### src/design/jst_pkg.sv
// Shared types, codes and byte-class functions for the JSON stream tokenizer.
// No dependencies; the top, front and back design files import this package.
`default_nettype none
package jst_pkg;

  localparam int MAX_NEST       = 16;
  localparam int TOKEN_LIMIT    = 256;
  localparam int MAX_TEXT       = 65536;
  localparam int LONGEST_NUMBER = 39;
  localparam int QDEPTH         = 4;
  localparam int RES_MAX        = 3;

  localparam int NEST_W = $clog2(MAX_NEST + 1);
  localparam int SIDX_W = $clog2(MAX_NEST);
  localparam int QPTR_W = $clog2(QDEPTH);
  localparam int QCNT_W = $clog2(QDEPTH + 1);

  typedef enum logic [1:0] {
    RK_TOKEN = 2'd0, RK_DONE = 2'd1, RK_ERROR = 2'd2
  } res_kind_t;

  typedef enum logic [1:0] {
    TK_OBJECT = 2'd0, TK_ARRAY = 2'd1, TK_STRING = 2'd2, TK_PRIM = 2'd3
  } tok_kind_t;

  typedef enum logic [1:0] {
    ERR_SYNTAX = 2'd0, ERR_TOKENS = 2'd1, ERR_DEPTH = 2'd2
  } err_code_t;

  typedef enum logic [4:0] {
    M_VALUE, M_ARR_FIRST, M_OBJ_FIRST, M_OBJ_KEY, M_COLON, M_AFTER, M_PRIM,
    M_VSTR, M_VESC, M_VHEX, M_KSTR, M_KESC, M_KHEX
  } mode_t;

  typedef enum logic [3:0] {
    N_START, N_SIGN, N_INT, N_DOT, N_FRAC, N_EXP, N_ESIGN, N_EDIG, N_DEAD
  } num_t;

  // literal matcher: 0 idle/dead, 1..4 true, 5..9 false, 10..13 null
  localparam logic [3:0] LIT_IDLE  = 4'd0;
  localparam logic [3:0] LIT_TRUE  = 4'd1;
  localparam logic [3:0] LIT_FALSE = 4'd5;
  localparam logic [3:0] LIT_NULL  = 4'd10;

  typedef struct packed {
    logic [1:0]  result_kind;
    logic [7:0]  token_index;
    logic [1:0]  token_kind;
    logic [15:0] start_offset;
    logic [16:0] end_offset;
    logic [8:0]  child_count;
    logic [1:0]  error_code;
    logic [8:0]  token_total;
  } result_t;

  typedef struct packed {
    logic [1:0]             count;
    result_t [RES_MAX-1:0]  res;
  } bundle_t;

  typedef struct packed {
    logic    valid;
    bundle_t bundle;
  } q_wr_t;

  typedef struct packed {
    logic [QCNT_W-1:0] fill;
  } back_stat_t;

  typedef struct packed {
    logic [NEST_W-1:0] nest_level;
    logic              err_latched;
  } front_stat_t;

  function automatic logic is_digit(input logic [7:0] c);
    return (c >= "0") && (c <= "9");
  endfunction

  function automatic logic is_hex(input logic [7:0] c);
    return is_digit(c) || ((c >= "a") && (c <= "f")) || ((c >= "A") && (c <= "F"));
  endfunction

  function automatic logic is_ws(input logic [7:0] c);
    return (c == " ") || (c == 8'h09) || (c == 8'h0A) || (c == 8'h0D);
  endfunction

  function automatic logic in_prim_set(input logic [7:0] c);
    return is_digit(c) || (c == "+") || (c == "-") || (c == ".") || (c == "e") ||
           (c == "E") || (c == "t") || (c == "r") || (c == "u") || (c == "f") ||
           (c == "a") || (c == "l") || (c == "s") || (c == "n");
  endfunction

  function automatic logic in_esc_set(input logic [7:0] c);
    return (c == 8'h22) || (c == 8'h5C) || (c == "/") || (c == "b") || (c == "f") ||
           (c == "n") || (c == "r") || (c == "t");
  endfunction

  function automatic logic [3:0] lit_first(input logic [7:0] c);
    logic [3:0] s;
    s = LIT_IDLE;
    if (c == "t") s = LIT_TRUE;
    else if (c == "f") s = LIT_FALSE;
    else if (c == "n") s = LIT_NULL;
    return s;
  endfunction

  function automatic logic [3:0] lit_next(input logic [3:0] s, input logic [7:0] c);
    logic [7:0] want;
    logic       ok;
    ok = 1'b1;
    want = 8'h00;
    case (s)
      4'd1:    want = "r";
      4'd2:    want = "u";
      4'd3:    want = "e";
      4'd5:    want = "a";
      4'd6:    want = "l";
      4'd7:    want = "s";
      4'd8:    want = "e";
      4'd10:   want = "u";
      4'd11:   want = "l";
      4'd12:   want = "l";
      default: ok = 1'b0;
    endcase
    return (ok && (c == want)) ? s + 4'd1 : LIT_IDLE;
  endfunction

  function automatic logic lit_accept(input logic [3:0] s);
    return (s == 4'd4) || (s == 4'd9) || (s == 4'd13);
  endfunction

  function automatic num_t num_next(input num_t s, input logic [7:0] c);
    logic d, e, sg;
    num_t r;
    d  = is_digit(c);
    e  = (c == "e") || (c == "E");
    sg = (c == "+") || (c == "-");
    case (s)
      N_START:        r = d ? N_INT : ((c == "-") ? N_SIGN : N_DEAD);
      N_SIGN:         r = d ? N_INT : N_DEAD;
      N_INT:          r = d ? N_INT : ((c == ".") ? N_DOT : (e ? N_EXP : N_DEAD));
      N_DOT, N_FRAC:  r = d ? N_FRAC : (e ? N_EXP : N_DEAD);
      N_EXP:          r = d ? N_EDIG : (sg ? N_ESIGN : N_DEAD);
      N_ESIGN, N_EDIG: r = d ? N_EDIG : N_DEAD;
      default:        r = N_DEAD;
    endcase
    return r;
  endfunction

  function automatic logic num_accept(input num_t s);
    return (s == N_INT) || (s == N_DOT) || (s == N_FRAC) || (s == N_EDIG);
  endfunction

  function automatic result_t mk_token(input logic [7:0] slot, input tok_kind_t k,
                                       input logic [15:0] st, input logic [16:0] en,
                                       input logic [8:0] ch);
    result_t r;
    r = '0;
    r.result_kind  = RK_TOKEN;
    r.token_index  = slot;
    r.token_kind   = k;
    r.start_offset = st;
    r.end_offset   = en;
    r.child_count  = ch;
    return r;
  endfunction

  function automatic result_t mk_error(input err_code_t code);
    result_t r;
    r = '0;
    r.result_kind = RK_ERROR;
    r.error_code  = code;
    return r;
  endfunction

  function automatic result_t mk_done(input logic [8:0] total);
    result_t r;
    r = '0;
    r.result_kind = RK_DONE;
    r.token_total = total;
    return r;
  endfunction

endpackage
`default_nettype wire

### src/design/jst_if.sv
// Valid/ready channel interfaces for text items and result items.
// Depends on nothing; payload fields follow the block's item layout.
`default_nettype none
interface jst_text_if;
  logic       valid;
  logic       ready;
  logic [7:0] text_byte;
  logic       has_byte;
  logic       end_of_text;
  modport source (output valid, text_byte, has_byte, end_of_text, input ready);
  modport sink   (input valid, text_byte, has_byte, end_of_text, output ready);
endinterface

interface jst_result_if;
  logic        valid;
  logic        ready;
  logic [1:0]  result_kind;
  logic [7:0]  token_index;
  logic [1:0]  token_kind;
  logic [15:0] start_offset;
  logic [16:0] end_offset;
  logic [8:0]  child_count;
  logic [1:0]  error_code;
  logic [8:0]  token_total;
  logic        last_of_run;
  modport source (output valid, result_kind, token_index, token_kind, start_offset,
                  end_offset, child_count, error_code, token_total, last_of_run,
                  input ready);
  modport sink   (input valid, result_kind, token_index, token_kind, start_offset,
                  end_offset, child_count, error_code, token_total, last_of_run,
                  output ready);
endinterface
`default_nettype wire

### src/design/json_stream_tokenizer_top.sv
// JSON stream tokenizer: one text byte per item, token/finish/error results out.
// Results of an item are pushed as one bundle into the result queue and handed out from it.
// One item per cycle while the queue has room; the k results of an item leave the output in turn,
// and a four-bundle queue absorbs bursts.
// Reset (rst, synchronous): parser rearmed, queue emptied, max_tokens = 256.
// Uses jst_pkg, jst_if, jst_front, jst_back.
`default_nettype none
module json_stream_tokenizer_top
  import jst_pkg::*;
(
  input  wire logic       clk,
  input  wire logic       rst,
  input  wire logic       cfg_wr_en,
  input  wire logic [8:0] cfg_wr_data,
  jst_text_if.sink        text,
  jst_result_if.source    result
);

  q_wr_t       q_wr;
  logic        q_ready;
  front_stat_t fstat;
  back_stat_t  bstat;

  jst_front u_front (
    .clk(clk), .rst(rst), .cfg_wr_en(cfg_wr_en), .cfg_wr_data(cfg_wr_data),
    .text(text), .q_ready(q_ready), .q_wr(q_wr), .stat(fstat)
  );

  jst_back u_back (
    .clk(clk), .rst(rst), .q_wr(q_wr), .q_ready(q_ready), .result(result), .stat(bstat)
  );

  a_push_space: assert property (@(posedge clk) disable iff (rst)
    q_wr.valid |-> q_ready) else $error("bundle pushed into full queue");

  a_fill_bound: assert property (@(posedge clk) disable iff (rst)
    bstat.fill <= QCNT_W'(QDEPTH)) else $error("queue fill over depth");

  a_nest_bound: assert property (@(posedge clk) disable iff (rst)
    fstat.nest_level <= NEST_W'(MAX_NEST)) else $error("nesting over limit");

  a_eot_rearm: assert property (@(posedge clk) disable iff (rst)
    (text.valid && text.ready && text.end_of_text) |=>
      (fstat.nest_level == '0 && !fstat.err_latched))
    else $error("parser not rearmed after end of text");

endmodule
`default_nettype wire

### src/design/jst_front.sv
// Front end: accepts text items, runs the parser state update and nesting stack,
// and pushes the results of each item as one bundle. Uses jst_pkg, jst_if.
`default_nettype none
module jst_front
  import jst_pkg::*;
(
  input  wire logic        clk,
  input  wire logic        rst,
  input  wire logic        cfg_wr_en,
  input  wire logic [8:0]  cfg_wr_data,
  jst_text_if.sink         text,
  input  wire logic        q_ready,
  output q_wr_t            q_wr,
  output front_stat_t      stat
);

  logic [8:0]  max_tokens;
  mode_t       mode, mode_next;
  logic [16:0] byte_pos, byte_pos_next;
  logic [8:0]  used, used_next;
  logic [NEST_W-1:0] nest, nest_next;
  logic [15:0] item_start, item_start_next;
  logic [3:0]  lit, lit_next_v;
  num_t        num, num_next_v;
  logic [5:0]  lit_len, lit_len_next;
  logic [2:0]  hex_left, hex_left_next;
  logic        err, err_next;

  // top of stack lives in registers; stk holds the levels below it
  logic        top_obj, top_obj_next;
  logic [7:0]  top_slot, top_slot_next;
  logic [15:0] top_start, top_start_next;
  logic [8:0]  top_child, top_child_next;

  logic        stk_obj   [MAX_NEST];
  logic [7:0]  stk_slot  [MAX_NEST];
  logic [15:0] stk_start [MAX_NEST];
  logic [8:0]  stk_child [MAX_NEST];
  logic              stk_we;
  logic [SIDX_W-1:0] stk_wi, stk_ri;

  logic    acc;
  bundle_t bnd;

  assign acc        = text.valid && text.ready;
  assign text.ready = q_ready;
  assign stk_ri     = SIDX_W'(nest - NEST_W'(2));

  always_comb begin
    logic [7:0]  c;
    logic [16:0] pos;
    logic [8:0]  lim;
    logic [1:0]  cnt;
    logic        cont, key, do_close, do_open, open_obj, do_start, ok;
    c = text.text_byte;
    pos = byte_pos;
    lim = (max_tokens > 9'(TOKEN_LIMIT)) ? 9'(TOKEN_LIMIT) : max_tokens;
    cnt = 2'd0;
    cont = 1'b0;
    key = 1'b0;
    do_close = 1'b0;
    do_open = 1'b0;
    open_obj = 1'b0;
    do_start = 1'b0;
    ok = 1'b0;
    bnd = '0;
    mode_next = mode;
    byte_pos_next = byte_pos;
    used_next = used;
    nest_next = nest;
    item_start_next = item_start;
    lit_next_v = lit;
    num_next_v = num;
    lit_len_next = lit_len;
    hex_left_next = hex_left;
    err_next = err;
    top_obj_next = top_obj;
    top_slot_next = top_slot;
    top_start_next = top_start;
    top_child_next = top_child;
    stk_we = 1'b0;
    stk_wi = SIDX_W'(nest - NEST_W'(1));

    if (acc && text.has_byte && !err) begin
      if (pos >= 17'(MAX_TEXT)) begin
        bnd.res[cnt] = mk_error(ERR_SYNTAX); cnt = cnt + 2'd1; err_next = 1'b1;
      end else begin
        byte_pos_next = pos + 17'd1;
        cont = 1'b1;
        if (mode == M_PRIM) begin
          if (in_prim_set(c)) begin
            lit_next_v = lit_next(lit, c);
            num_next_v = num_next(num, c);
            if (lit_len <= 6'(LONGEST_NUMBER)) lit_len_next = lit_len + 6'd1;
            cont = 1'b0;
          end else begin
            ok = lit_accept(lit) || (num_accept(num) && lit_len <= 6'(LONGEST_NUMBER));
            if (!ok) begin
              bnd.res[cnt] = mk_error(ERR_SYNTAX); cnt = cnt + 2'd1; err_next = 1'b1;
            end else if (used_next >= lim) begin
              bnd.res[cnt] = mk_error(ERR_TOKENS); cnt = cnt + 2'd1; err_next = 1'b1;
            end else begin
              bnd.res[cnt] = mk_token(used_next[7:0], TK_PRIM, item_start, pos, 9'd0);
              cnt = cnt + 2'd1;
              used_next = used_next + 9'd1;
              if (nest != '0) top_child_next = top_child_next + 9'd1;
              mode_next = M_AFTER;
            end
            cont = !err_next;
          end
        end
        if (cont) begin
          key = (mode_next == M_KSTR) || (mode_next == M_KESC) || (mode_next == M_KHEX);
          unique case (mode_next)
            M_VALUE: begin
              if (!is_ws(c)) do_start = 1'b1;
            end
            M_ARR_FIRST: begin
              if (!is_ws(c)) begin
                if (c == "]") do_close = 1'b1;
                else do_start = 1'b1;
              end
            end
            M_OBJ_FIRST, M_OBJ_KEY: begin
              if (!is_ws(c)) begin
                if (c == "}" && mode_next == M_OBJ_FIRST) do_close = 1'b1;
                else if (c == 8'h22) begin
                  item_start_next = 16'(pos + 17'd1);
                  mode_next = M_KSTR;
                end else begin
                  bnd.res[cnt] = mk_error(ERR_SYNTAX); cnt = cnt + 2'd1; err_next = 1'b1;
                end
              end
            end
            M_COLON: begin
              if (!is_ws(c)) begin
                if (c == ":") mode_next = M_VALUE;
                else begin
                  bnd.res[cnt] = mk_error(ERR_SYNTAX); cnt = cnt + 2'd1; err_next = 1'b1;
                end
              end
            end
            M_AFTER: begin
              if (!is_ws(c)) begin
                if (nest == '0) begin
                  bnd.res[cnt] = mk_error(ERR_SYNTAX); cnt = cnt + 2'd1; err_next = 1'b1;
                end else if (c == ",") begin
                  mode_next = top_obj ? M_OBJ_KEY : M_VALUE;
                end else if (c == (top_obj ? 8'h7D : 8'h5D)) begin
                  do_close = 1'b1;
                end else begin
                  bnd.res[cnt] = mk_error(ERR_SYNTAX); cnt = cnt + 2'd1; err_next = 1'b1;
                end
              end
            end
            M_VSTR, M_KSTR: begin
              if (c == 8'h22) begin
                if (used_next >= lim) begin
                  bnd.res[cnt] = mk_error(ERR_TOKENS); cnt = cnt + 2'd1; err_next = 1'b1;
                end else begin
                  bnd.res[cnt] = mk_token(used_next[7:0], TK_STRING, item_start, pos, 9'd0);
                  cnt = cnt + 2'd1;
                  used_next = used_next + 9'd1;
                  if (key) mode_next = M_COLON;
                  else begin
                    if (nest != '0) top_child_next = top_child_next + 9'd1;
                    mode_next = M_AFTER;
                  end
                end
              end else if (c < 8'h20) begin
                bnd.res[cnt] = mk_error(ERR_SYNTAX); cnt = cnt + 2'd1; err_next = 1'b1;
              end else if (c == 8'h5C) begin
                mode_next = key ? M_KESC : M_VESC;
              end
            end
            M_VESC, M_KESC: begin
              if (c == "u") begin
                hex_left_next = 3'd4;
                mode_next = key ? M_KHEX : M_VHEX;
              end else if (in_esc_set(c)) begin
                mode_next = key ? M_KSTR : M_VSTR;
              end else begin
                bnd.res[cnt] = mk_error(ERR_SYNTAX); cnt = cnt + 2'd1; err_next = 1'b1;
              end
            end
            M_VHEX, M_KHEX: begin
              if (!is_hex(c)) begin
                bnd.res[cnt] = mk_error(ERR_SYNTAX); cnt = cnt + 2'd1; err_next = 1'b1;
              end else begin
                if (hex_left != 3'd0) hex_left_next = hex_left - 3'd1;
                if (hex_left_next == 3'd0) mode_next = key ? M_KSTR : M_VSTR;
              end
            end
            default: begin
              bnd.res[cnt] = mk_error(ERR_SYNTAX); cnt = cnt + 2'd1; err_next = 1'b1;
            end
          endcase

          if (do_start) begin
            if (c == "{" || c == "[") begin
              do_open = 1'b1;
              open_obj = (c == "{");
            end else if (c == 8'h22) begin
              item_start_next = 16'(pos + 17'd1);
              mode_next = M_VSTR;
            end else if (in_prim_set(c)) begin
              item_start_next = pos[15:0];
              lit_next_v = lit_first(c);
              num_next_v = num_next(N_START, c);
              lit_len_next = 6'd1;
              mode_next = M_PRIM;
            end else begin
              bnd.res[cnt] = mk_error(ERR_SYNTAX); cnt = cnt + 2'd1; err_next = 1'b1;
            end
          end

          if (do_open) begin
            if (nest >= NEST_W'(MAX_NEST)) begin
              bnd.res[cnt] = mk_error(ERR_DEPTH); cnt = cnt + 2'd1; err_next = 1'b1;
            end else if (used_next >= lim) begin
              bnd.res[cnt] = mk_error(ERR_TOKENS); cnt = cnt + 2'd1; err_next = 1'b1;
            end else begin
              stk_we = (nest != '0);
              top_obj_next = open_obj;
              top_slot_next = used_next[7:0];
              top_start_next = pos[15:0];
              top_child_next = 9'd0;
              used_next = used_next + 9'd1;
              nest_next = nest + NEST_W'(1);
              mode_next = open_obj ? M_OBJ_FIRST : M_ARR_FIRST;
            end
          end

          if (do_close) begin
            if (nest == '0) begin
              bnd.res[cnt] = mk_error(ERR_SYNTAX); cnt = cnt + 2'd1; err_next = 1'b1;
            end else begin
              bnd.res[cnt] = mk_token(top_slot, top_obj ? TK_OBJECT : TK_ARRAY, top_start,
                                      pos + 17'd1, top_child_next);
              cnt = cnt + 2'd1;
              nest_next = nest - NEST_W'(1);
              if (nest_next != '0) begin
                top_obj_next = stk_obj[stk_ri];
                top_slot_next = stk_slot[stk_ri];
                top_start_next = stk_start[stk_ri];
                top_child_next = stk_child[stk_ri] + 9'd1;
              end
              mode_next = M_AFTER;
            end
          end
        end
      end
    end

    if (acc && text.end_of_text) begin
      if (!err_next) begin
        cont = 1'b1;
        if (mode_next == M_PRIM) begin
          ok = lit_accept(lit_next_v) ||
               (num_accept(num_next_v) && lit_len_next <= 6'(LONGEST_NUMBER));
          if (!ok) begin
            bnd.res[cnt] = mk_error(ERR_SYNTAX); cnt = cnt + 2'd1; cont = 1'b0;
          end else if (used_next >= lim) begin
            bnd.res[cnt] = mk_error(ERR_TOKENS); cnt = cnt + 2'd1; cont = 1'b0;
          end else begin
            bnd.res[cnt] = mk_token(used_next[7:0], TK_PRIM, item_start_next,
                                    byte_pos_next, 9'd0);
            cnt = cnt + 2'd1;
            used_next = used_next + 9'd1;
            mode_next = M_AFTER;
          end
        end
        if (cont) begin
          if (mode_next == M_AFTER && nest_next == '0) bnd.res[cnt] = mk_done(used_next);
          else bnd.res[cnt] = mk_error(ERR_SYNTAX);
          cnt = cnt + 2'd1;
        end
      end
      mode_next = M_VALUE;
      byte_pos_next = '0;
      used_next = '0;
      nest_next = '0;
      item_start_next = '0;
      lit_next_v = LIT_IDLE;
      num_next_v = N_START;
      lit_len_next = '0;
      hex_left_next = '0;
      err_next = 1'b0;
    end

    bnd.count = cnt;
  end

  assign q_wr.valid  = acc && (bnd.count != 2'd0);
  assign q_wr.bundle = bnd;
  assign stat.nest_level  = nest;
  assign stat.err_latched = err;

  always_ff @(posedge clk) begin
    if (rst) begin
      max_tokens <= 9'd256;
      mode <= M_VALUE;
      byte_pos <= '0;
      used <= '0;
      nest <= '0;
      item_start <= '0;
      lit <= LIT_IDLE;
      num <= N_START;
      lit_len <= '0;
      hex_left <= '0;
      err <= 1'b0;
    end else begin
      if (cfg_wr_en) max_tokens <= cfg_wr_data;
      mode <= mode_next;
      byte_pos <= byte_pos_next;
      used <= used_next;
      nest <= nest_next;
      item_start <= item_start_next;
      lit <= lit_next_v;
      num <= num_next_v;
      lit_len <= lit_len_next;
      hex_left <= hex_left_next;
      err <= err_next;
    end
  end

  always_ff @(posedge clk) begin
    top_obj <= top_obj_next;
    top_slot <= top_slot_next;
    top_start <= top_start_next;
    top_child <= top_child_next;
    if (stk_we) begin
      stk_obj[stk_wi] <= top_obj;
      stk_slot[stk_wi] <= top_slot;
      stk_start[stk_wi] <= top_start;
      stk_child[stk_wi] <= top_child;
    end
  end

endmodule
`default_nettype wire

### src/design/jst_back.sv
// Back end: bundle queue between parser and output, and a serializer that hands
// out the results of each bundle one per cycle while the output is ready. Uses jst_pkg, jst_if.
`default_nettype none
module jst_back
  import jst_pkg::*;
(
  input  wire logic   clk,
  input  wire logic   rst,
  input  wire q_wr_t  q_wr,
  output logic        q_ready,
  jst_result_if.source result,
  output back_stat_t  stat
);

  bundle_t           q [QDEPTH];
  logic [QPTR_W-1:0] wr_ptr, rd_ptr;
  logic [QCNT_W-1:0] fill;
  logic [1:0]        sub;
  logic              pop, last;
  result_t           r;

  assign q_ready = (fill != QCNT_W'(QDEPTH));
  assign r       = q[rd_ptr].res[sub];
  assign last    = (sub == q[rd_ptr].count - 2'd1);
  assign pop     = result.valid && result.ready && last;

  assign result.valid        = (fill != '0);
  assign result.result_kind  = r.result_kind;
  assign result.token_index  = r.token_index;
  assign result.token_kind   = r.token_kind;
  assign result.start_offset = r.start_offset;
  assign result.end_offset   = r.end_offset;
  assign result.child_count  = r.child_count;
  assign result.error_code   = r.error_code;
  assign result.token_total  = r.token_total;
  assign result.last_of_run  = last;
  assign stat.fill           = fill;

  always_ff @(posedge clk) begin
    if (rst) begin
      wr_ptr <= '0;
      rd_ptr <= '0;
      fill <= '0;
      sub <= '0;
    end else begin
      if (q_wr.valid) wr_ptr <= wr_ptr + QPTR_W'(1);
      if (result.valid && result.ready) begin
        if (last) begin
          rd_ptr <= rd_ptr + QPTR_W'(1);
          sub <= '0;
        end else begin
          sub <= sub + 2'd1;
        end
      end
      fill <= fill + QCNT_W'(q_wr.valid) - QCNT_W'(pop);
    end
  end

  always_ff @(posedge clk) begin
    if (q_wr.valid) q[wr_ptr] <= q_wr.bundle;
  end

endmodule
`default_nettype wire
### src/flat_wrapper.sv
// flat-port wrapper written by rule: the top's interface ports become plain ports
module json_stream_tokenizer_top_flat import jst_pkg::*;
  (clk, rst, cfg_wr_en, cfg_wr_data, text_valid, text_text_byte, text_has_byte, text_end_of_text, text_ready, result_valid, result_result_kind, result_token_index, result_token_kind, result_start_offset, result_end_offset, result_child_count, result_error_code, result_token_total, result_last_of_run, result_ready);
  jst_text_if text_i ();
  jst_result_if result_i ();
  input  wire logic clk;
  input  wire logic rst;
  input  wire logic cfg_wr_en;
  input  wire logic [8:0] cfg_wr_data;
  input wire logic [$bits(text_i.valid)-1:0] text_valid;
  input wire logic [$bits(text_i.text_byte)-1:0] text_text_byte;
  input wire logic [$bits(text_i.has_byte)-1:0] text_has_byte;
  input wire logic [$bits(text_i.end_of_text)-1:0] text_end_of_text;
  output wire logic [$bits(text_i.ready)-1:0] text_ready;
  output wire logic [$bits(result_i.valid)-1:0] result_valid;
  output wire logic [$bits(result_i.result_kind)-1:0] result_result_kind;
  output wire logic [$bits(result_i.token_index)-1:0] result_token_index;
  output wire logic [$bits(result_i.token_kind)-1:0] result_token_kind;
  output wire logic [$bits(result_i.start_offset)-1:0] result_start_offset;
  output wire logic [$bits(result_i.end_offset)-1:0] result_end_offset;
  output wire logic [$bits(result_i.child_count)-1:0] result_child_count;
  output wire logic [$bits(result_i.error_code)-1:0] result_error_code;
  output wire logic [$bits(result_i.token_total)-1:0] result_token_total;
  output wire logic [$bits(result_i.last_of_run)-1:0] result_last_of_run;
  input wire logic [$bits(result_i.ready)-1:0] result_ready;
  assign text_i.valid = text_valid;
  assign text_i.text_byte = text_text_byte;
  assign text_i.has_byte = text_has_byte;
  assign text_i.end_of_text = text_end_of_text;
  assign text_ready = text_i.ready;
  assign result_valid = result_i.valid;
  assign result_result_kind = result_i.result_kind;
  assign result_token_index = result_i.token_index;
  assign result_token_kind = result_i.token_kind;
  assign result_start_offset = result_i.start_offset;
  assign result_end_offset = result_i.end_offset;
  assign result_child_count = result_i.child_count;
  assign result_error_code = result_i.error_code;
  assign result_token_total = result_i.token_total;
  assign result_last_of_run = result_i.last_of_run;
  assign result_i.ready = result_ready;
  json_stream_tokenizer_top u_core (.clk(clk), .rst(rst), .cfg_wr_en(cfg_wr_en), .cfg_wr_data(cfg_wr_data), .text(text_i), .result(result_i));
endmodule
### config.mk
export PLATFORM = sky130hd
export DESIGN_NAME = json_stream_tokenizer_top_flat
export DESIGN_NICKNAME = d
export VERILOG_FILES = /design/src/design/jst_pkg.sv /design/src/design/jst_if.sv /design/src/design/json_stream_tokenizer_top.sv /design/src/design/jst_front.sv /design/src/design/jst_back.sv /design/src/flat_wrapper.sv
export SDC_FILE = /design/constraint.sdc
export NUM_CORES = 2
export LEC_CHECK = 0
export BUFFER_PORTS_ARGS = -buffer_cell sky130_fd_sc_hd__buf_2
export CAP_MARGIN = 20
export CORE_ASPECT_RATIO = 1.75
export CORE_UTILIZATION = 60
export CTS_BUF_LIST = sky130_fd_sc_hd__clkbuf_8
export CTS_CLUSTER_DIAMETER = 150
export CTS_CLUSTER_SIZE = 28
export DETAILED_ROUTE_END_ITERATION = 10
export GPL_ROUTABILITY_DRIVEN = 0
export PLACE_DENSITY = 0.85
export SKIP_CTS_REPAIR_TIMING = 1
export SLEW_MARGIN = 20
export SYNTH_ARGS = -nofsm -noshare
export SYNTH_HDL_FRONTEND = slang
export SYNTH_SLANG_ARGS = --single-unit
### constraint.sdc
create_clock -name clk -period 43 [get_ports clk]
set_input_delay 6.45 -clock clk [delete_from_list [all_inputs] [get_ports clk]]
set_output_delay 6.45 -clock clk [all_outputs]
set_load 0.005 [all_outputs]
==> run metrics <==
grt total ovfl 0; crit path capture u_core.u_back.q[2][26]; switching power 0.6701 mW; FFs w/ async S/R, synth 0%; detailed-route via count 38,554; Pins Over Slew Limit 0; pin count of the biggest net entering global routing 139; TritonRoute pass-1 iters 8; synthesized area per cell 16.02 sq um; Post-synth EDFFs 1,366; status completed; ratio of cells with drive above 1 in the final layout 17.46%; setup total negative slack 0 ps; first-pass GRT wire length around 250 mm; GRT Total Usage 31.54%; startpoint class of the critical path input port; number of hold violations in the final report 0; Die Span Y 434.8 um; Post-Place Worst Slack approximately 22,000 ps; post-synthesis register bit count 1,456; NumNets Final 4,098; die width 249.3 um; Clk pwr share 19.8%; area leader, netlist edfxtp_1; Seq pwr share approximately two thirds; post-route ant nets 0; Post-DP HPWL 109.0 mm; Sw Share about 26%; Avg WL per Cell 31.55 um; initial antenna violation count 4; routed wire length 170.2 mm; final setup fails 0; most frequent cells in the layout edfxtp_1 (1,366), mux4_2 (367), nor2_1 (253), nand2_1 (232), o21ai_0 (185); fillcell total 7,062; FF-to-FF setup slack between 20,000 and 30,000 ps; die area roughly 0.11 sq mm; post-synth top area share between 60% and 70%; Hold Path Class reg2reg; Int Pwr 1.937 mW; TritonCTS clock tree done; drt drc 0; # IOs 92; Netlist cell types ~100; Rel. slew slack 10.19%; total CTS buffers 57; root cell of the clock tree clkbuf_8; Port Buffers 91; max cap viols 0; Power Dens Cells 38.77 mW/mm^2; period utilisation layout around 47%; Core ar. 0.1060 sq mm; Worst R2R Start u_core.u_front.max_tokens[0]; worst r2r path cells 42; leading register cell type out of synthesis edfxtp_1; skew final a little over 70 ps; Max Freq 49.37 MHz; CP startpoint text_text_byte[5]; Logic pwr share 15.1%; vias in the first global route roughly 38,000; Iter 0 DRT Violations 5,261; Net Count, Synth 4,123; Worst-Skew Late Latency ~870 ps; Final WS setup 22,750 ps; commonest non-fill, non-tap cell in the layout edfxtp_1; H-tree depth 2; yosys warns 0; Max Fanout on Critical Path 71; cell mode on critical path a21oi_1; Crit path required time 43,460 ps; Seq/Total Area, Yosys 66.68%; Worst-path clk slew 200 ps; Critical Path AT 20,710 ps; type of the worst setup path in2reg; minimum clock period 20,250 ps; Leak 20.70 nW; R2R Path End u_core.u_back.q[2][26]; # rows approximately 160; worst slew pin tran between 1000 and 1500 ps; synthesized cell area 0.06421 sq mm; RSZ-0062 raised after global routing no; Crit-path slowest cell buf_4; ranking of synthesized cells by area edfxtp_1 (64%), mux4_2 (13%), dfxtp_1 (2.8%); peak supply drop 38.44 uV; Starting Density 60.60%; Worst path max stage delay 940 ps; # clock sinks 1,456; area delta synth->final 4.723%; CTS Buffer Depth 3; vias per cell 7.146; CP endpoint kind flip-flop; cell count after synthesis 4,008
==> synth_stat cells, types with 42 or more instances <==
| master | count |
|---|---|
| o22ai_1 | 58 |
| nor2_1 | 270 |
| clkbuf_1 | 182 |
| nand2_1 | 233 |
| edfxtp_1 | 1366 |
| inv_1 | 97 |
| o21ai_0 | 187 |
| nand3_1 | 61 |
| dfxtp_1 | 90 |
| nor3_1 | 63 |
| buf_1 | 42 |
| xnor2_1 | 51 |
| mux2i_1 | 104 |
| mux4_2 | 367 |
| ha_1 | 90 |
| a21oi_1 | 101 |
==> metal layers <==
layer  GRT usage (%)  vias up  part of all wire (%)  wire, um
met2           52.05     2689                    49     82700
met4           24.55        0                   9.9     16910
met5               0        -                     0         0
li1                -    15898                     -         -
met3           7.098      790                    10     17490
met1           35.63    19177                    31     53140
==> cells by family after synthesis <==
group | Yosys count | share of synthesized area (%)
DFF | 1456 | 66.68
xor gates and xnor gates | 77 | 1.062
AOI/OAI and AO/OA | 682 | 7.149
muxes | 477 | 14.60
adders and majority gates | 91 | 1.785
buffers and inverters | 352 | 2.165
and+or+nand+nor | 873 | 6.557
==> registers in the layout, summed over array words and instances, names as in the netlist, 4 cells and up, named ones only <==
name                       count
u_core.u_front.byte_pos       17
u_core.u_front.nest            5
u_core.u_front.mode            5
u_core.u_front.top_child       9
u_core.u_front.stk_slot      128
u_core.u_front.used            9
u_core.u_front.stk_child     144
u_core.u_front.item_start     16
u_core.u_front.stk_start     256
u_core.u_front.top_start      16
u_core.u_front.top_slot        8
u_core.u_front.lit             4
u_core.u_front.stk_obj        16
u_core.u_front.lit_len         6
u_core.u_back.q              788
u_core.u_front.num             4
u_core.u_front.max_tokens      9
==> metrics by stage <==
stage               instances  utilization [%]  cell area [sq um]  power (mW)  hold WS [ps]
detailed placement       5281            62.42              66150       2.119         488.8
global placement         5281            62.42              66150       2.104         476.5
floorplan                4008                -              64210       1.975         452.0
finish                   5395            63.46              67250       2.607         525.2
global route             5393            63.46              67240       2.682         550.6
CTS                      5388            63.37              67140       2.609         521.6
==> power groups by stage <==
stage               clock network (mW)  registers (mW)  logic (mW)
finish                           0.516            1.70       0.394
global route                     0.559            1.70       0.420
CTS                              0.521            1.70       0.393
detailed placement                   0            1.73       0.392
global placement                     0            1.72       0.386
floorplan                            0            1.71       0.266
==> worst min-delay path by stage <==
| stage | startpoint | to | slack, ps | cells after the start |
|---|---|---|---|---|
| after global routing | u_core.u_front.hex_left[2] | u_core.u_front.hex_left[2] | 550 | 2 |
| after global placement | u_core.u_front.hex_left[1] | u_core.u_front.hex_left[1] | 480 | 2 |
| final | u_core.u_front.hex_left[2] | u_core.u_front.hex_left[2] | 530 | 2 |
| after CTS | u_core.u_front.hex_left[2] | u_core.u_front.hex_left[2] | 520 | 2 |
| after floorplan | u_core.u_front.max_tokens[0] | u_core.u_front.max_tokens[0] | 450 | 2 |
| after detailed placement | u_core.u_front.hex_left[1] | u_core.u_front.hex_left[1] | 490 | 2 |
==> critical path: cells and delay by family <==
kind	cells	cell delay, ps
XOR/XNOR	2	570
AO/OA/AOI/OAI	15	4640
AND/OR/NAND/NOR	16	4140
multiplexers	1	700
buffers and inverters	6	3120
adder cells (fa/ha/maj)	3	880
==> layout make-up <==
type | instances | area (sq um) | share of cell area, %
Multi-Input combinational cell | 2200 | 20270 | 30.14
Antenna cell | 4 | 10.01 | 0.01488
Inverter | 102 | 384.1 | 0.5712
Sequential cell | 1456 | 42840 | 63.70
Tap cell | 1360 | 1702 | 2.530
Timing Repair Buffer | 166 | 1049 | 1.559
Clock inverter | 49 | 200.2 | 0.2977
Clock buffer | 58 | 798.3 | 1.187
Note: power is estimated with default switching activity, not from simulation.
